`src/design/sfe_pkg.sv`:
```
// shared types, constants and codes for the serial frame endpoint
// no dependencies; used by every module of the block
package sfe_pkg;

  localparam int MAX_FRAME_BYTES = 256;
  localparam int FRAME_OVERHEAD  = 8;
  localparam int SHORT_LIMIT     = 8;
  localparam int MAX_BODY        = MAX_FRAME_BYTES - FRAME_OVERHEAD;
  localparam int NUM_BYTES       = 7;

  localparam logic [15:0] MAX_PLEN    = 16'(MAX_BODY);
  localparam logic [16:0] MAX_FLEN    = 17'(MAX_BODY);
  localparam logic [16:0] SHORT_FLEN  = 17'(SHORT_LIMIT);
  localparam logic [15:0] HDR_WINDOW  = 16'd8;

  localparam logic [2:0] CFG_HEADER  = 3'd0;
  localparam logic [2:0] CFG_VERSION = 3'd1;
  localparam logic [2:0] CFG_NORMAL  = 3'd2;
  localparam logic [2:0] CFG_ACK     = 3'd3;
  localparam logic [2:0] CFG_ERROR   = 3'd4;

  localparam logic [1:0] FUNC_TX_START   = 2'd0;
  localparam logic [1:0] FUNC_TX_PAYLOAD = 2'd1;
  localparam logic [1:0] FUNC_RX_BYTE    = 2'd2;

  localparam logic KIND_BYTE   = 1'b0;
  localparam logic KIND_REPORT = 1'b1;

  localparam logic [2:0] ST_NORMAL  = 3'd0;
  localparam logic [2:0] ST_ACK     = 3'd1;
  localparam logic [2:0] ST_ERROR   = 3'd2;
  localparam logic [2:0] ST_UNKNOWN = 3'd3;
  localparam logic [2:0] ST_BAD_SUM = 3'd4;
  localparam logic [2:0] ST_DROPPED = 3'd5;
  localparam logic [2:0] ST_SHORT   = 3'd6;

  typedef struct packed {
    logic [7:0] header_byte;
    logic [7:0] version_byte;
    logic [7:0] normal_type_code;
    logic [7:0] ack_type_code;
    logic [7:0] error_type_code;
  } cfg_t;

  typedef struct packed {
    logic [1:0]  func;
    logic [7:0]  data_byte;
    logic        end_of_frame;
    logic [7:0]  frame_seq;
    logic [7:0]  frame_type;
    logic [15:0] payload_length;
  } item_t;

  typedef struct packed {
    logic                          has_report;
    logic [2:0]                    rx_status;
    logic [7:0]                    rx_seq;
    logic [7:0]                    rx_type;
    logic [15:0]                   rx_command;
    logic [15:0]                   rx_length_field;
    logic [2:0]                    num_bytes;
    logic [NUM_BYTES-1:0][7:0]     bytes;
  } burst_t;

endpackage

```
`src/design/sfe_cfg.sv`:
```
// configuration register file of the serial frame endpoint
// depends on sfe_pkg
module sfe_cfg (
  input  logic          clk,
  input  logic          rst_n,
  input  logic          cfg_we,
  input  logic [2:0]    cfg_addr,
  input  logic [7:0]    cfg_wdata,
  output sfe_pkg::cfg_t cfg
);

  sfe_pkg::cfg_t cfg_r;

  always_ff @(posedge clk) begin
    if (!rst_n) begin
      cfg_r.header_byte      <= 8'd170;
      cfg_r.version_byte     <= 8'd1;
      cfg_r.normal_type_code <= 8'd0;
      cfg_r.ack_type_code    <= 8'd1;
      cfg_r.error_type_code  <= 8'd2;
    end else if (cfg_we) begin
      unique case (cfg_addr)
        sfe_pkg::CFG_HEADER:  cfg_r.header_byte      <= cfg_wdata;
        sfe_pkg::CFG_VERSION: cfg_r.version_byte     <= cfg_wdata;
        sfe_pkg::CFG_NORMAL:  cfg_r.normal_type_code <= cfg_wdata;
        sfe_pkg::CFG_ACK:     cfg_r.ack_type_code    <= cfg_wdata;
        sfe_pkg::CFG_ERROR:   cfg_r.error_type_code  <= cfg_wdata;
        default: ;
      endcase
    end
  end

  assign cfg = cfg_r;

endmodule

```
`src/design/sfe_core.sv`:
```
// frame state and per-transaction result computation
// depends on sfe_pkg; feeds the output serializer sfe_outq
module sfe_core (
  input  logic            clk,
  input  logic            rst_n,
  input  logic            step,
  input  sfe_pkg::item_t  item,
  input  sfe_pkg::cfg_t   cfg,
  output sfe_pkg::burst_t burst
);

  logic [7:0]       send_seq_r, send_seq_nxt;
  logic             tx_active_r, tx_active_nxt;
  logic [15:0]      tx_remaining_r, tx_remaining_nxt;
  logic [7:0]       tx_sum_r, tx_sum_nxt;
  logic [15:0]      rx_count_r, rx_count_nxt;
  logic [7:0]       rx_sum_r, rx_sum_nxt;
  logic [7:0][7:0]  rx_hdr_r, rx_hdr_nxt;

  logic [7:0]       start_sum;
  logic [15:0]      rem_dec;
  logic [7:0]       pay_sum;
  logic [7:0][7:0]  hdr_cur;
  logic [16:0]      flen;
  logic [7:0]       reply_seq;
  logic [7:0]       reply_type;
  logic [7:0]       reply_sum;
  logic             reply;
  logic [2:0]       status;

  always_comb begin
    send_seq_nxt     = send_seq_r;
    tx_active_nxt    = tx_active_r;
    tx_remaining_nxt = tx_remaining_r;
    tx_sum_nxt       = tx_sum_r;
    rx_count_nxt     = rx_count_r;
    rx_sum_nxt       = rx_sum_r;
    rx_hdr_nxt       = rx_hdr_r;
    burst            = '0;

    start_sum = cfg.header_byte + cfg.version_byte + item.frame_seq + item.frame_type
              + item.payload_length[15:8] + item.payload_length[7:0];
    rem_dec   = tx_remaining_r - 16'd1;
    pay_sum   = tx_sum_r + item.data_byte;

    hdr_cur = rx_hdr_r;
    if (rx_count_r < sfe_pkg::HDR_WINDOW) begin
      hdr_cur[rx_count_r[2:0]] = rx_hdr_r[rx_count_r[2:0]] | item.data_byte;
    end
    flen = {1'b0, rx_count_r} + 17'd1;

    reply      = 1'b0;
    reply_seq  = send_seq_r;
    reply_type = cfg.error_type_code;
    if ((hdr_cur[0] != cfg.header_byte) || (flen > sfe_pkg::MAX_FLEN)) begin
      status = sfe_pkg::ST_DROPPED;
    end else if (flen < sfe_pkg::SHORT_FLEN) begin
      status = sfe_pkg::ST_SHORT;
    end else if (rx_sum_r != item.data_byte) begin
      status = sfe_pkg::ST_BAD_SUM;
      reply  = 1'b1;
    end else if (hdr_cur[3] == cfg.normal_type_code) begin
      status     = sfe_pkg::ST_NORMAL;
      reply      = 1'b1;
      reply_seq  = hdr_cur[2];
      reply_type = cfg.ack_type_code;
    end else if (hdr_cur[3] == cfg.ack_type_code) begin
      status = sfe_pkg::ST_ACK;
    end else if (hdr_cur[3] == cfg.error_type_code) begin
      status = sfe_pkg::ST_ERROR;
    end else begin
      status = sfe_pkg::ST_UNKNOWN;
    end
    reply_sum = cfg.header_byte + cfg.version_byte + reply_seq + reply_type;

    unique case (item.func)
      sfe_pkg::FUNC_TX_START: begin
        tx_active_nxt    = 1'b0;
        tx_remaining_nxt = '0;
        if (item.payload_length <= sfe_pkg::MAX_PLEN) begin
          tx_sum_nxt     = start_sum;
          burst.bytes[0] = cfg.header_byte;
          burst.bytes[1] = cfg.version_byte;
          burst.bytes[2] = item.frame_seq;
          burst.bytes[3] = item.frame_type;
          burst.bytes[4] = item.payload_length[15:8];
          burst.bytes[5] = item.payload_length[7:0];
          burst.bytes[6] = start_sum;
          if (item.payload_length == 16'd0) begin
            burst.num_bytes = 3'd7;
            send_seq_nxt    = send_seq_r + 8'd1;
          end else begin
            burst.num_bytes  = 3'd6;
            tx_active_nxt    = 1'b1;
            tx_remaining_nxt = item.payload_length;
          end
        end
      end
      sfe_pkg::FUNC_TX_PAYLOAD: begin
        if (tx_active_r) begin
          burst.bytes[0]   = item.data_byte;
          burst.bytes[1]   = pay_sum;
          burst.num_bytes  = 3'd1;
          tx_sum_nxt       = pay_sum;
          tx_remaining_nxt = rem_dec;
          if (rem_dec == 16'd0) begin
            burst.num_bytes = 3'd2;
            tx_active_nxt   = 1'b0;
            send_seq_nxt    = send_seq_r + 8'd1;
          end
        end
      end
      sfe_pkg::FUNC_RX_BYTE: begin
        rx_hdr_nxt = hdr_cur;
        if (!item.end_of_frame) begin
          rx_sum_nxt = rx_sum_r + item.data_byte;
          if (rx_count_r != 16'hFFFF) begin
            rx_count_nxt = rx_count_r + 16'd1;
          end
        end else begin
          burst.has_report      = 1'b1;
          burst.rx_status       = status;
          burst.rx_seq          = hdr_cur[2];
          burst.rx_type         = hdr_cur[3];
          burst.rx_command      = {hdr_cur[6], hdr_cur[7]};
          burst.rx_length_field = {hdr_cur[4], hdr_cur[5]};
          burst.bytes[0]        = cfg.header_byte;
          burst.bytes[1]        = cfg.version_byte;
          burst.bytes[2]        = reply_seq;
          burst.bytes[3]        = reply_type;
          burst.bytes[6]        = reply_sum;
          if (reply) begin
            burst.num_bytes = 3'd7;
            send_seq_nxt    = send_seq_r + 8'd1;
          end
          rx_count_nxt = '0;
          rx_sum_nxt   = '0;
          rx_hdr_nxt   = '0;
        end
      end
      default: ;
    endcase
  end

  always_ff @(posedge clk) begin
    if (!rst_n) begin
      send_seq_r     <= '0;
      tx_active_r    <= 1'b0;
      tx_remaining_r <= '0;
      tx_sum_r       <= '0;
      rx_count_r     <= '0;
      rx_sum_r       <= '0;
      rx_hdr_r       <= '0;
    end else if (step) begin
      send_seq_r     <= send_seq_nxt;
      tx_active_r    <= tx_active_nxt;
      tx_remaining_r <= tx_remaining_nxt;
      tx_sum_r       <= tx_sum_nxt;
      rx_count_r     <= rx_count_nxt;
      rx_sum_r       <= rx_sum_nxt;
      rx_hdr_r       <= rx_hdr_nxt;
    end
  end

`ifndef ASSERT_OFF
  a_active_has_remaining: assert property (@(posedge clk) disable iff (!rst_n)
    tx_active_r |-> (tx_remaining_r != 16'd0))
    else $error("transmit active with no payload left");

  a_report_clears_rx: assert property (@(posedge clk) disable iff (!rst_n)
    (step && burst.has_report) |=> (rx_count_r == 16'd0 && rx_sum_r == 8'd0))
    else $error("receive state not cleared after frame end");

  a_seq_advance: assert property (@(posedge clk) disable iff (!rst_n)
    (step && burst.num_bytes == 3'd7) |=> (send_seq_r == $past(send_seq_r) + 8'd1))
    else $error("sequence not advanced after complete frame");
`endif

endmodule

```
`src/design/sfe_outq.sv`:
```
// result holding register and serializer, one result per output transaction
// depends on sfe_pkg; loaded by sfe_core results
module sfe_outq (
  input  logic            clk,
  input  logic            rst_n,
  input  logic            load,
  input  sfe_pkg::burst_t burst,
  output logic            load_ok,
  output logic            out_tvalid,
  input  logic            out_tready,
  output logic            out_tlast,
  output logic [0:0]      out_tuser,
  output logic [63:0]     out_tdata
);

  sfe_pkg::burst_t burst_r;
  logic            valid_r;
  logic [2:0]      pos_r;
  logic [3:0]      total;
  logic [3:0]      last_pos;
  logic            is_last;
  logic            is_report;
  logic [2:0]      bidx;
  logic            out_fire;
  logic [3:0]      load_total;

  assign total      = {3'b0, burst_r.has_report} + {1'b0, burst_r.num_bytes};
  assign last_pos   = total - 4'd1;
  assign is_last    = (pos_r == last_pos[2:0]);
  assign is_report  = burst_r.has_report && (pos_r == 3'd0);
  assign bidx       = pos_r - {2'b0, burst_r.has_report};
  assign out_fire   = valid_r && out_tready;
  assign load_ok    = !valid_r || (out_tready && is_last);
  assign load_total = {3'b0, burst.has_report} + {1'b0, burst.num_bytes};

  always_ff @(posedge clk) begin
    if (!rst_n) begin
      valid_r <= 1'b0;
      pos_r   <= '0;
    end else if (load) begin
      valid_r <= (load_total != 4'd0);
      pos_r   <= '0;
    end else if (out_fire) begin
      if (is_last) begin
        valid_r <= 1'b0;
      end else begin
        pos_r <= pos_r + 3'd1;
      end
    end
  end

  always_ff @(posedge clk) begin
    if (load) begin
      burst_r <= burst;
    end
  end

  always_comb begin
    out_tdata = '0;
    if (is_report) begin
      out_tuser       = sfe_pkg::KIND_REPORT;
      out_tdata[10:8]  = burst_r.rx_status;
      out_tdata[18:11] = burst_r.rx_seq;
      out_tdata[26:19] = burst_r.rx_type;
      out_tdata[42:27] = burst_r.rx_command;
      out_tdata[58:43] = burst_r.rx_length_field;
    end else begin
      out_tuser       = sfe_pkg::KIND_BYTE;
      out_tdata[7:0]  = burst_r.bytes[bidx];
    end
  end

  assign out_tvalid = valid_r;
  assign out_tlast  = is_last;

`ifndef ASSERT_OFF
  a_pos_in_range: assert property (@(posedge clk) disable iff (!rst_n)
    valid_r |-> ({1'b0, pos_r} <= last_pos))
    else $error("serializer position beyond held results");

  a_drain_empties: assert property (@(posedge clk) disable iff (!rst_n)
    (out_fire && is_last && !load) |=> !valid_r)
    else $error("holding register still valid after last result");

  a_load_restarts: assert property (@(posedge clk) disable iff (!rst_n)
    (load && load_total != 4'd0) |=> (valid_r && pos_r == 3'd0))
    else $error("new results not presented from the start");

  a_no_overwrite: assert property (@(posedge clk) disable iff (!rst_n)
    (valid_r && !(out_tready && is_last)) |-> !load)
    else $error("held results overwritten before delivery");
`endif

endmodule

```
`src/design/serial_frame_endpoint.sv`:
```
// Serial frame endpoint: builds outgoing frames (header, payload pass-through, 8-bit sum),
// checks received frames and answers them with ack or error frames. An input transaction
// is registered in item_r, worked out combinationally and its results (up to eight) held
// in an output register that hands them out one per output transaction; the first result
// is offered once it has passed item_r and been loaded into that output register. A
// transaction with at most one result sustains one per cycle while out_tready is high;
// one with n results holds the output until all are taken, and the next transaction moves
// on in the cycle the last of them is taken. The output serializer sets the rate. Depends
// on sfe_pkg, sfe_cfg, sfe_core and sfe_outq.
module serial_frame_endpoint (
  input  logic        clk,
  input  logic        rst_n,
  input  logic        in_tvalid,
  output logic        in_tready,
  input  logic [39:0] in_tdata,   // data_byte, frame_seq, frame_type, payload_length
  input  logic        in_tlast,
  input  logic [1:0]  in_tuser,   // func
  output logic        out_tvalid,
  input  logic        out_tready,
  output logic [63:0] out_tdata,  // out_byte, rx_status, rx_seq, rx_type, rx_command,
                                  // rx_length_field, zero fill
  output logic        out_tlast,
  output logic [0:0]  out_tuser,  // kind
  input  logic        cfg_we,
  input  logic [2:0]  cfg_addr,
  input  logic [7:0]  cfg_wdata
);

  sfe_pkg::cfg_t   cfg;
  sfe_pkg::item_t  item_r;
  sfe_pkg::burst_t burst;
  logic            in_valid_r;
  logic            load_ok;
  logic            step;

  assign step      = in_valid_r && load_ok;
  assign in_tready = !in_valid_r || step;

  always_ff @(posedge clk) begin
    if (!rst_n) begin
      in_valid_r <= 1'b0;
    end else if (in_tvalid && in_tready) begin
      in_valid_r <= 1'b1;
    end else if (step) begin
      in_valid_r <= 1'b0;
    end
  end

  always_ff @(posedge clk) begin
    if (in_tvalid && in_tready) begin
      item_r.func           <= in_tuser;
      item_r.data_byte      <= in_tdata[7:0];
      item_r.end_of_frame   <= in_tlast;
      item_r.frame_seq      <= in_tdata[15:8];
      item_r.frame_type     <= in_tdata[23:16];
      item_r.payload_length <= in_tdata[39:24];
    end
  end

  sfe_cfg u_cfg (
    .clk       (clk),
    .rst_n     (rst_n),
    .cfg_we    (cfg_we),
    .cfg_addr  (cfg_addr),
    .cfg_wdata (cfg_wdata),
    .cfg       (cfg)
  );

  sfe_core u_core (
    .clk   (clk),
    .rst_n (rst_n),
    .step  (step),
    .item  (item_r),
    .cfg   (cfg),
    .burst (burst)
  );

  sfe_outq u_outq (
    .clk        (clk),
    .rst_n      (rst_n),
    .load       (step),
    .burst      (burst),
    .load_ok    (load_ok),
    .out_tvalid (out_tvalid),
    .out_tready (out_tready),
    .out_tlast  (out_tlast),
    .out_tuser  (out_tuser),
    .out_tdata  (out_tdata)
  );

endmodule
```
`config.mk`:
```
export PLATFORM = sky130hd
export DESIGN_NAME = serial_frame_endpoint
export DESIGN_NICKNAME = d
export VERILOG_FILES = /design/src/design/sfe_pkg.sv /design/src/design/sfe_cfg.sv /design/src/design/sfe_core.sv /design/src/design/sfe_outq.sv /design/src/design/serial_frame_endpoint.sv
export SDC_FILE = /design/constraint.sdc
export NUM_CORES = 1
export LEC_CHECK = 0
export ABC_AREA = 1
export BUFFER_PORTS_ARGS = -buffer_cell sky130_fd_sc_hd__buf_2
export CORE_MARGIN = 1
export CORE_UTILIZATION = 35
export CTS_CLUSTER_DIAMETER = 30
export CTS_CLUSTER_SIZE = 8
export DETAILED_ROUTE_END_ITERATION = 10
export SKIP_LAST_GASP = 1
export SLEW_MARGIN = 20
export SYNTH_ARGS = -nofsm -noshare
export SYNTH_HDL_FRONTEND = slang
export SYNTH_SLANG_ARGS = --single-unit
```
`constraint.sdc`:
```
create_clock -name clk -period 4.7 [get_ports clk]
set_input_delay 0.705 -clock clk [delete_from_list [all_inputs] [get_ports clk]]
set_output_delay 0.705 -clock clk [all_outputs]
set_load 0.01 [all_outputs]
```
# Word level (Yosys, flattened, before mapping)

Index checks and enable logic that the tools add are counted.

Input bits: 59
Logic and storage cells: 204
Output and inout bits: 68
Register bits: 320

Reduce and logical (&&, ||, !) cells: 42
Mux-type cells: 70
$add $sub $neg: 18
Bitwise logic cells: 5
Magnitude comparators: 7
Eq/ne operators: 19

Operator list:

| kind                  | number |
|---|---|
| $mux 8                | 21 |
| $mux 64               | 2 |
| $mux 16               | 6 |
| $add 8x8->8           | 9 |
| $bwmux 64             | 1 |
| $pmux 16 s2           | 2 |
| $mux 63               | 1 |
| $mux 59               | 1 |
| $mux 52               | 1 |
| $mux 51               | 1 |
| $bmux 8 s3            | 2 |
| $pmux 16 s3           | 1 |
| $logic_not 16->1      | 2 |
| $mux 32               | 1 |
| $pmux 8 s2            | 2 |
| $demux 8 s3           | 1 |
| $eq 8x8->1            | 3 |
| $pmux 8 s3            | 1 |
| $reduce_and 2->1      | 11 |
| $mux 3                | 7 |
| $add 16x1->17 const B | 1 |
| $gt 17x8->1 const B   | 1 |
| $lt 17x4->1 const B   | 1 |
| $add 16x1->16 const B | 1 |
| 40 further kinds      | 81 |

# Depth between registers and ports, before layout

Gate-level depths: netlist of the first run.

Word-level depth: 18
Mapped depth: 37
Mapped depth without buffers: 34

# Modules after synthesis

A second synthesis of the first run with hierarchy kept.

Cell total of the unflattened synthesis: 2331
Area total of the unflattened synthesis: 18467.7 µm²

Modules (own cells, without submodules):

| module                | cells an instance | area an instance (µm²) | instances | seq. area each (µm²) |
|---|---|---|---|---|
| sfe_core              | 1639              | 10727.8                | 1         | 2422.3 |
| sfe_outq              | 409               | 4788.3                 | 1         | 3413.3 |
| sfe_cfg               | 231               | 1601.5                 | 1         | 800.8 |
| serial_frame_endpoint | 52                | 1350.0                 | 1         | 1311.3 |

# Least setup slack after synthesis of the first run

Ideal clock, no wire load.

Path type: reg-to-reg
From: reg u_outq.burst_r[110] in the netlist's numbering
To: reg u_core.send_seq_r[0]
Arrival: 4412 ps
Clock period less this slack: 4531 ps
Buffers on the path: 0
Setup time: 119 ps
Slack: 169 ps
Data required time: 4581 ps
Cell stages (with the launch flop): 17
Path through: edfxtp_1 -> inv_1 -> ha_1 -> ha_1 -> xnor2_1 -> a21oi_1 -> nand2_1 -> inv_2 -> nand2_1 -> nand2_1 -> nand2_1 -> inv_1 -> nand4_1 -> a21oi_1 -> nand2_1 -> o21ai_0 -> a21oi_1

Longest elaborated chain between the ends: 7

RTL lines:

| what                       | RTL line                    | source |
|---|---|---|
| start, declared            | sfe_outq.sv:16              | `sfe_pkg::burst_t burst_r;` |
| start signal, assigned     | sfe_outq.sv:54              | `burst_r <= burst;` |
| $add 1x3->3                | sfe_outq.sv:27              | `assign total = {3'b0, burst_r.has_report} + {1'b0, burst_r.num_bytes};` |
| $sub 3x1->3                | sfe_outq.sv:28              | `assign last_pos = total - 4'd1;` |
| $eq 3x3->1                 | sfe_outq.sv:29              | `assign is_last = (pos_r == last_pos[2:0]);` |
| named net out_tlast        | serial_frame_endpoint.sv:22 | `output logic out_tlast,` |
| $logic_and 1x1->1          | sfe_outq.sv:33              | `assign load_ok = !valid_r \|\| (out_tready && is_last);` |
| $logic_or 1x1->1           | sfe_outq.sv:33              |  |
| $logic_and 1x1->1          | serial_frame_endpoint.sv:36 | `assign step = in_valid_r && load_ok;` |
| named net step             | serial_frame_endpoint.sv:34 | `logic step;` |
| $reduce_and 8->1 (no line) | -                           |  |
| end signal, assigned       | sfe_core.sv:155             | `send_seq_r <= send_seq_nxt;` |
| end, declared              | sfe_core.sv:12              | `logic [7:0] send_seq_r, send_seq_nxt;` |

The timed path passes the listed nets, and every way through them passes these cells.
A chain may end at the register's enable or synchronous reset.

# Final worst setup path of the first run

From: reg u_core.rx_count_r[1]
To: reg u_outq.burst_r[55] in the netlist's numbering (data pin)

Longest elaborated chain between the ends: 15
Elaborated cells between the ends (all ways): 29
Those cells by class: add/sub: 3; order compare: 5; eq/ne: 2; mux: 16; bitwise: 1; reduce/logical: 2

RTL lines:

| what                                                   | RTL line        | source |
|---|---|---|
| start, declared                                        | sfe_core.sv:16  | `logic [15:0] rx_count_r, rx_count_nxt;` |
| start signal, assigned                                 | sfe_core.sv:159 | `rx_count_r <= rx_count_nxt;` |
| branches (longest 12 deep; another with $add 16x1->17) | -               |  |
| $add 8x8->8 *                                          | sfe_core.sv:74  | `reply_sum = cfg.header_byte + cfg.version_byte + reply_seq + reply_type;` |
| $mux 63 *                                              | sfe_core.sv:115 | `if (!item.end_of_frame) begin` |
| $pmux 8 s2 *                                           | sfe_core.sv:76  | `unique case (item.func)` |

Every way passes the cells marked *. The select of a mux whose other input is x is not followed.

==> metrics.log, run 1 <==
INFO  metric slew_viol_final = 0
INFO  metric timing.critical_path.buf_inv = 6
INFO  metric finalHoldViolCount = 0
INFO  metric die_span_y = 232 µm
INFO  metric grt_first_pass_wirelength = 92.5 mm
INFO  metric grt_max_degree = 90
INFO  metric placed_cells_incl_taps = 3254
INFO  metric cts_buffers = 78
INFO  metric finalPower = 0.0102 W
INFO  metric syn_inst = 2350
INFO  metric power_switching = 0.00271 W
INFO  metric tightest_slew = 1.13 ns
INFO  metric dominant_combinational_cell_family_by_area_after_synthesis = simple AND/OR/NAND/NOR gates
INFO  metric cts_hold_buf = 0
INFO  metric cp_slowest_cell = fa_1
INFO  metric mappedNetlistArea = 0.0185 mm²
INFO  metric tritoncts = built
INFO  metric fraction_of_synthesis_flops_using_an_asynchronous_set_or_reset_pin = 0%
INFO  metric drcViolationCount = 0
INFO  metric most-common-layout-cells = 532 x nand2_1, 288 x inv_1, 261 x nor2_1
INFO  metric power.share.sequential = 30.3%
INFO  metric yosys_warnings = 0
INFO  metric clkTransAtPathRegs = 0.05 ns
INFO  metric antenna_cells = 0
INFO  metric cts.sink_count = 320
INFO  metric synthMuxAreaShare = 0%
INFO  metric yosys_register_bits = 320
INFO  metric synthToLayoutAreaGrowth = 30.6%
INFO  metric arrival_time_at_the_worst_endpoint = 5.03 ns
INFO  metric final_cells = 3411
INFO  metric core = 0.0517 mm²
INFO  metric max_freq = 214 MHz
INFO  metric finalInstanceArea = 0.0241 mm²
INFO  metric drive_gt1_share = 21.8%
INFO  metric route.detailed.wl_per_inst = 17.6 µm
INFO  metric vias = 17.2k
INFO  metric route.detailed.vias_per_inst = 5.05
INFO  metric final_min_period_over_clock_period = 99.5%
INFO  metric cts.root.buffer_cell = clkbuf_16
INFO  metric grt_antenna_before_repair = 1
INFO  metric final_period_minus_worst_setup_slack = 4.67 ns
INFO  metric worst_clock_skew = 0.0234 ns
INFO  metric drt-pass1-iter-count = 6
INFO  metric endpoint_kind = flop
INFO  metric post_synth.cell_area_avg = 7.86 µm²
INFO  metric clockBufferDepth = 3
INFO  metric timing.max_cap.violations = 0
INFO  metric grt_pass1_vias = 16.4k
INFO  metric maximum_net_fanout_on_the_critical_path = 8
INFO  metric timing.critical_path.from_type = flop
INFO  metric worst_ir_drop_vdd = 0.279 mV
INFO  metric synth-xor-area-share = 2.51%
INFO  metric synth_enable_flop_cells = 154
INFO  metric globalplace.congestion = 1.00
INFO  metric portBuffers = 121
INFO  metric sum_of_net_half_perimeters_after_detailed_placement = 44.8 mm
INFO  metric critical-path-top-cell-by-count = nand2_1
INFO  metric synthSimpleGateAreaFrac = 25.8%
INFO  metric synth_sequential_area_ratio = 43.0%
INFO  metric dominantRegCellSynth = dfxtp_1
INFO  metric critical_path.top_delay_family = simple AND/OR/NAND/NOR gates
INFO  metric row_cnt = 83
INFO  metric final-setup-viol-count = 0
INFO  metric grt_overflow_total = 0
INFO  metric yosysUniqueCellTypes = 54
INFO  metric timing.critical_path.slowest_cell_delay = 0.56 ns
INFO  metric critical_path_required = 5.06 ns
INFO  metric worstSkewPairLatency = 0.62 ns
INFO  metric internal_power = 0.00751 W
INFO  metric groute.usage.overall = 22.4%
INFO  metric floorplan.initialDensity = 35.7%
INFO  metric fin_nets = 2805
INFO  metric power_frac_comb = 13.7%
INFO  metric htree_levels = 3
INFO  metric critPathKind = flop to flop
INFO  metric drtAntennaViolNets = 0
INFO  metric p_per_area = 424 mW/mm²
INFO  metric rsz0062_at_grt = yes
INFO  metric slew_headroom = 24.2%
INFO  metric p_leak = 10.5 nW
INFO  metric netSwitchingFraction = 26.5%
INFO  metric final_common_cell = nand2_1
INFO  metric power_frac_clock = 56.0%
INFO  metric die_width = 232 µm
INFO  metric cell_type_with_the_largest_total_area_after_synthesis = edfxtp_1
INFO  metric wirelength = 60.1 mm
INFO  metric synth_top_area_share = 25.0%
INFO  metric io_pins = 127
INFO  metric status = completed
INFO  metric floorplan.die_area = 0.0537 mm²
INFO  metric synthAdderAreaFrac = 6.55%
INFO  metric detailedRoute.firstIterationViolations = 1530
INFO  metric post_synth_main_area_contributors = edfxtp_1 25%, dfxtp_1 18%, nand2_1 11%
INFO  metric hold_path.class = primary input to flop
INFO  metric share_of_the_synthesized_area_in_compound_gates_ao_oa_aoi_oai = 13.2%
INFO  metric placed_area = 0.0210 mm²
[final timing paths]
check / cells past startpoint / slack, ns / startpoint / endpoint
hold / removal: 1 / 0.26 / in_tuser[1] / item_r[42]
hold reg to reg: 2 / 0.47 / u_core.rx_hdr_r[37] / u_core.rx_hdr_r[37]
setup / recovery: 33 / 0.03 / u_core.rx_count_r[1] / u_outq.burst_r[55]
setup reg to reg: 33 / 0.03 / u_core.rx_count_r[1] / u_outq.burst_r[55]
[kinds of logic (layout without fill, tap and decap cells)]
family,count (synthesis),in the layout
flip-flops,320,320
other,1,13
buffers and inverters,405,773
adder cells (fa/ha/maj),78,78
AND/OR/NAND/NOR,1076,1077
AO/OA/AOI/OAI,417,417
XOR/XNOR,53,53
[worst register-to-register path, delay by kind of cell, from the launching register on]
family	cells	cell delay [ns]
fa+ha+maj	3	1.14
simple gates	22	2.04
flops	1	0.35
buf+inv	6	0.60
compound gates	2	0.27
[per-stage QoR]
| step | hold WS [ns] | TNS (ns) | setup slack (ns) | util (%) |
|---|---|---|---|---|
| after global routing | 0.233 | -0.373 | -0.308 | 46.6 |
| after floorplan | 0.444 | 0 | 0.169 | - |
| after global placement | 0.453 | -0.168 | -0.168 | 40.5 |
| after detailed placement | 0.458 | -0.181 | -0.181 | 40.5 |
| after CTS | 0.228 | 0 | 0.0123 | 46.1 |
| final | 0.264 | 0 | 0.0257 | 46.6 |
[cell usage after synthesis (6+ instances only)]
| cell type | instances |
|---|---|
| buf_4 | 6 |
| nand2_2 | 37 |
| buf_6 | 10 |
| a21oi_1 | 169 |
| nor2_8 | 7 |
| clkbuf_1 | 69 |
| nor4_1 | 7 |
| nor2_2 | 12 |
| a2bb2oi_1 | 19 |
| a31oi_1 | 10 |
| xor2_1 | 35 |
| a22o_1 | 8 |
| dfxtp_1 | 166 |
| o21ai_0 | 117 |
| a211oi_1 | 20 |
| edfxtp_1 | 154 |
| o211ai_1 | 8 |
| inv_2 | 15 |
| o21ai_2 | 14 |
| nor3_1 | 21 |
| nand2_1 | 536 |
| nor2_4 | 10 |
| nand4_1 | 25 |
| fa_1 | 31 |
| ha_1 | 47 |
| a32o_1 | 11 |
| nor2_1 | 275 |
| inv_1 | 293 |
| nand3_1 | 125 |
| xnor2_1 | 18 |
| o22ai_1 | 25 |
[timing repair]
item	CTS	global route
gates cloned	1	0
endpoints found under the setup margin	1	3
pin swaps	4	16
gates resized for setup	11	44
setup buffers	2	11
[routing by layer]
metal | part of all wire, % | global-route usage (%) | vias up
li1 | - | - | 8348
met1 | 45 | 31.1 | 8149
met2 | 44 | 34.1 | 617
met3 | 8.1 | 4.63 | 96
met4 | 2.6 | 8.39 | 2
met5 | 0.017 | 0 | -
[power groups by stage]
stage                     registers (W)  clock network, W  logic, W
final                           0.00309           0.00572   0.00141
after global routing            0.00310           0.00597   0.00154
after CTS                       0.00309           0.00580   0.00135
after detailed placement        0.00314                 0   0.00134
after global placement          0.00314                 0   0.00133
after floorplan                 0.00312                 0  0.000815
[flip-flops by register name, summed over array words and instances, names as in the netlist, 16 cells and up]
signal                 flops
u_outq.burst_r           111
u_core.rx_hdr_r           64
item_r                    43
u_cfg.cfg                 40
u_core.rx_count_r         16
u_core.tx_remaining_r     16
[area by class of cell]
class / instances / area (µm²)
multi-input cells: 1638 / 9110
well taps: 680 / 851
clock buffers: 95 / 2100
inverters: 314 / 1200
clock inverters: 48 / 727
repair buffers: 316 / 2190
flip-flops and latches: 320 / 7950
fillers: 5049 / 27600
(Power assumes the default switching activity.)
==> run 2, diff against run 1 <==
--- a/config.mk
+++ b/config.mk
@@ -5,7 +5,6 @@
 export SDC_FILE = /design/constraint.sdc
 export NUM_CORES = 1
 export LEC_CHECK = 0
-export ABC_AREA = 1
 export BUFFER_PORTS_ARGS = -buffer_cell sky130_fd_sc_hd__buf_2
 export CORE_MARGIN = 1
 export CORE_UTILIZATION = 35
@@ -13,7 +12,6 @@
 export CTS_CLUSTER_SIZE = 8
 export DETAILED_ROUTE_END_ITERATION = 10
 export SKIP_LAST_GASP = 1
-export SLEW_MARGIN = 20
 export SYNTH_ARGS = -nofsm -noshare
 export SYNTH_HDL_FRONTEND = slang
 export SYNTH_SLANG_ARGS = --single-unit
==> run 2 against run 1 <==
The flow now finishes with violations (negative setup slack). Largest cell class unchanged. Non-clock buffer count is 87 higher. Utilization is 1.2 points higher. Global-route usage is 1.2 points higher. Combinational power is 29% lower. Critical endpoint unchanged. Setup slack worse by 0.48 ns. Fmax is 9.3% lower. Clock-buffer cell count is 5 lower. Register-to-register slack worse by 0.48 ns. Critical path type unchanged. First-iteration DRC count is 10% lower. Critical path depth is 12 lower. Power is 5.9% lower.
==> metrics.log, run 2 <==
INFO  metric post-route-util = 47.9% (+1.2 points)
INFO  metric core = 0.0500 mm² (-3.4%)
INFO  metric synth-xor-area-share = 4.64% (+2.1 points)
INFO  metric final_min_period_over_clock_period = 110% (+10 points)
INFO  metric yosysUniqueCellTypes = 83 (+54%)
INFO  metric setup_slack = -0.452 ns (-0.478 ns)
INFO  metric detailedRoute.firstIterationViolations = 1371 (-10%)
INFO  metric grt_max_degree = 116 (+29%)
INFO  metric htree_levels = 3 (unchanged)
INFO  metric synthAdderAreaFrac = 6.83% (+0.29 points)
INFO  metric synth_enable_flop_cells = 154 (unchanged)
INFO  metric fin_nets = 2375 (-15%)
INFO  metric drcViolationCount = 0 (unchanged)
INFO  metric grt_first_pass_wirelength = 91.3 mm (-1.3%)
INFO  metric power_frac_clock = 57.7% (+1.7 points)
INFO  metric rr_worst_depth = 21 (-36%)
INFO  metric route.detailed.wl_per_inst = 20.3 µm (+15%)
INFO  metric final_period_minus_worst_setup_slack = 5.15 ns (+0.478 ns)
INFO  metric share_of_the_synthesized_area_in_compound_gates_ao_oa_aoi_oai = 15.3% (+2.1 points)
INFO  metric most-common-layout-cells = 270 x buf_4, 227 x nor2_1, 182 x nand2_1
INFO  metric rsz0062_at_grt = yes
INFO  metric worst_ir_drop_vdd = 0.205 mV (-26%)
INFO  metric synth_common_cells = 228 x nor2_1, 183 x nand2_1, 166 x dfxtp_1, 162 x a21oi_1, 154 x edfxtp_1
INFO  metric floorplan.initialDensity = 35.4% (-0.31 points)
INFO  metric power.share.sequential = 31.9% (+1.6 points)
INFO  metric critical_path_required = 5.02 ns (-0.04 ns)
INFO  metric floorplan.die_area = 0.0514 mm² (-4.2%)
INFO  metric groute.usage.overall = 23.6% (+1.2 points)
INFO  metric reg.largest.list = u_outq.burst_r x111, u_core.rx_hdr_r x64, item_r x43
INFO  metric tightest_slew = 1.15 ns (+0.0168 ns)
INFO  metric worstSkewPairLatency = 0.60 ns (-0.02 ns)
INFO  metric die_width = 227 µm (-2.1%)
INFO  metric dominantRegCellSynth = dfxtp_1
INFO  metric mappedNetlistArea = 0.0177 mm² (-4.2%)
INFO  metric status = finished with violations
INFO  metric synth_top_area_share = 26.1% (+1.1 points)
INFO  metric globalplace.congestion = 0.938 (-6.6%)
INFO  metric critPathKind = flop to flop
INFO  metric endpoint_kind = flop
INFO  metric row_cnt = 82 (-1.2%)
INFO  metric dominant_combinational_cell_family_by_area_after_synthesis = simple AND/OR/NAND/NOR gates
INFO  metric tritoncts = built
INFO  metric yosys.cell_count.top_type = nor2_1
INFO  metric p_leak = 9.63 nW (-8.4%)
INFO  metric worst_clock_skew = 0.0207 ns (-0.00274 ns)
INFO  metric hold_path.class = primary input to flop
INFO  metric vias = 15.8k (-7.9%)
INFO  metric placed_area = 0.0208 mm² (-0.90%)
INFO  metric internal_power = 0.00727 W (-3.2%)
INFO  metric sum_of_net_half_perimeters_after_detailed_placement = 44.2 mm (-1.4%)
INFO  metric slew_viol_final = 0 (unchanged)
INFO  metric registers.top_by_ff_count = u_outq.burst_r
INFO  metric clockBufferDepth = 3 (unchanged)
INFO  metric synthMuxAreaShare = 5.57% (+5.6 points)
INFO  metric cts.sink_count = 320 (unchanged)
INFO  metric yosys_register_bits = 320 (unchanged)
INFO  metric final_common_cell = buf_4
INFO  metric final-setup-viol-count = 3 (+3)
INFO  metric post_synth_main_area_contributors = edfxtp_1 26%, dfxtp_1 19%, nor2_1 4.8%
INFO  metric syn_inst = 1860 (-21%)
INFO  metric finalInstanceArea = 0.0239 mm² (-0.81%)
INFO  metric p_per_area = 402 mW/mm² (-5.2%)
INFO  metric cell_type_with_the_largest_total_area_after_synthesis = edfxtp_1
INFO  metric maximum_net_fanout_on_the_critical_path = 5 (-3)
INFO  metric wirelength = 60.4 mm (+0.50%)
INFO  metric synthToLayoutAreaGrowth = 35.3%
INFO  metric cts_buffers = 74 (-5.1%)
INFO  metric slew_headroom = 23.3% (-0.84 points)
INFO  metric post_synth.cell_area_avg = 9.51 µm² (+21%)
INFO  metric drtAntennaViolNets = 0 (unchanged)
INFO  metric drt-pass1-iter-count = 6 (unchanged)
INFO  metric cts.root.buffer_cell = clkbuf_16
INFO  metric grt_overflow_total = 0 (unchanged)
INFO  metric holdPathStages = 1 (unchanged)
INFO  metric finalHoldViolCount = 0 (unchanged)
INFO  metric io_pins = 127 (unchanged)
INFO  metric power_frac_comb = 10.4% (-3.3 points)
INFO  metric max_freq = 194 MHz (-9.3%)
INFO  metric drive_gt1_share = 26.9% (+5.2 points)
INFO  metric violated_checks = negative setup slack
INFO  metric arrival_time_at_the_worst_endpoint = 5.47 ns (+0.44 ns)
INFO  metric clkTransAtPathRegs = 0.05 ns (about the same)
INFO  metric die_span_y = 227 µm (-2.1%)
INFO  metric power_switching = 0.00235 W (-13%)
INFO  metric timing.critical_path.from_type = flop
INFO  metric fraction_of_synthesis_flops_using_an_asynchronous_set_or_reset_pin = 0% (unchanged)
INFO  metric portBuffers = 121 (unchanged)
INFO  metric timing.max_cap.violations = 0 (unchanged)
INFO  metric max_ffs_per_register = 111 (unchanged)
INFO  metric synthSimpleGateAreaFrac = 18.7% (-7.1 points)
INFO  metric netSwitchingFraction = 24.4% (-2.1 points)
INFO  metric grt_pass1_vias = 15.3k (-6.5%)
INFO  metric synth_sequential_area_ratio = 44.9% (+1.9 points)
INFO  metric yosys_warnings = 0 (unchanged)
INFO  metric layout.filler_cells = 4626 (-8.4%)
INFO  metric route.detailed.vias_per_inst = 5.33 (+5.7%)
INFO  metric grt_antenna_before_repair = 2 (+1)
## run 2: cell types whose count changed after synthesis, moves of 22 or more
| cell | previous run | this run |
|---|---|---|
| and2_1 | 1 | 59 |
| o21ai_0 | 117 | 51 |
| mux2i_1 | 0 | 52 |
| nand2_2 | 37 | 0 |
| and3_1 | 0 | 22 |
| nor3_1 | 21 | 56 |
| inv_1 | 293 | 62 |
| nand2_1 | 536 | 183 |
| a22oi_1 | 2 | 48 |
| nor2_1 | 275 | 228 |
| xnor2_1 | 18 | 47 |
| nand3_1 | 125 | 27 |
| clkbuf_1 | 69 | 97 |
## run 2: repair_timing
| item | CTS | global route |
|---|---|---|
| pin swaps | 9 | 11 |
| gates cloned | 2 | 2 |
| hold endpoints to repair | 0 | 0 |
| hold buffers | 0 | 0 |
| setup buffers | 17 | 2 |
| resized for setup | 37 | 17 |
| setup endpoints to repair | 4 | 5 |
## run 2: final timing paths
kind | from | end | slack (ns)
worst max register to register | u_core.rx_count_r[1] | u_outq.burst_r[55] | -0.45
worst max-delay path | u_core.rx_count_r[1] | u_outq.burst_r[55] | -0.45
worst min-delay path | in_tdata[5] | item_r[38] | 0.28
worst min register to register | u_core.rx_hdr_r[13] | u_core.rx_hdr_r[13] | 0.47
## run 2: cell type report
class,count,area [µm²],share of cell area [%]
tap,672,841,3.51
clock buffer,90,1980,8.29
multi-input combinational,1376,9340,39.0
antenna,1,2.50,0.0105
timing repair buffer,403,2860,12.0
clock inverter,47,694,2.90
sequential,320,7960,33.3
inverter,63,243,1.01
## run 2: cells by family (layout without fill, tap and decap cells)
logic type / Yosys count / after routing
mux: 83 / 83
compound gates: 419 / 419
simple gates: 691 / 691
fa+ha+maj: 78 / 78
flops: 320 / 320
buf+inv: 176 / 603
xor+xnor: 92 / 92
other cells: 1 / 14
## run 2: power by group through the flow
stage / clock [W] / sequential (W) / combinational (W)
floorplan: 0 / 0.00309 / 0.000602
global placement: 0 / 0.00312 / 0.000954
detailed placement: 0 / 0.00312 / 0.000964
CTS: 0.00561 / 0.00307 / 0.000983
global route: 0.00576 / 0.00307 / 0.00108
finish: 0.00555 / 0.00307 / 0.000998
## run 2: stage by stage
step | hold slack (ns) | power [W] | std cells | setup slack (ns) | setup TNS [ns]
2_1_floorplan | 0.431 | 0.00369 | 1872 | -0.365 | -0.434
3_5_place_dp | 0.464 | 0.00408 | 2811 | -0.646 | -1.43
4_1_cts | 0.247 | 0.00966 | 2967 | -0.427 | -0.742
3_3_place_gp | 0.460 | 0.00407 | 2811 | -0.567 | -0.973
5_1_grt | 0.269 | 0.00992 | 2972 | -0.742 | -1.66
6_report | 0.277 | 0.00961 | 2972 | -0.452 | -0.642
## run 2: critical path: stages (launching register included)
cell,delay (ns)
dfxtp_4,0.41
buf_12,0.13
mux2_4,0.30
a22oi_2,0.21
a21oi_1,0.09
or4_4,0.57
o41ai_4,0.41
nand4_4,0.23
mux2_4,0.36
fa_1,0.55
ha_2,0.19
inv_2,0.04
fa_2,0.33
nor2b_1,0.12
o21ai_1,0.07
nand2b_1,0.09
a21o_1,0.14
a21oi_2,0.06
xor2_1,0.15
xnor2_1,0.19
xnor2_1,0.13
o22ai_1,0.09
## run 2: metal layers
metal	routed length (µm)	share of wire, %	global-route usage, %
met1	27500	46	33.7
met2	27300	45	35.9
met3	4180	6.9	3.45
met4	1400	2.3	8.33
met5	0	0	0
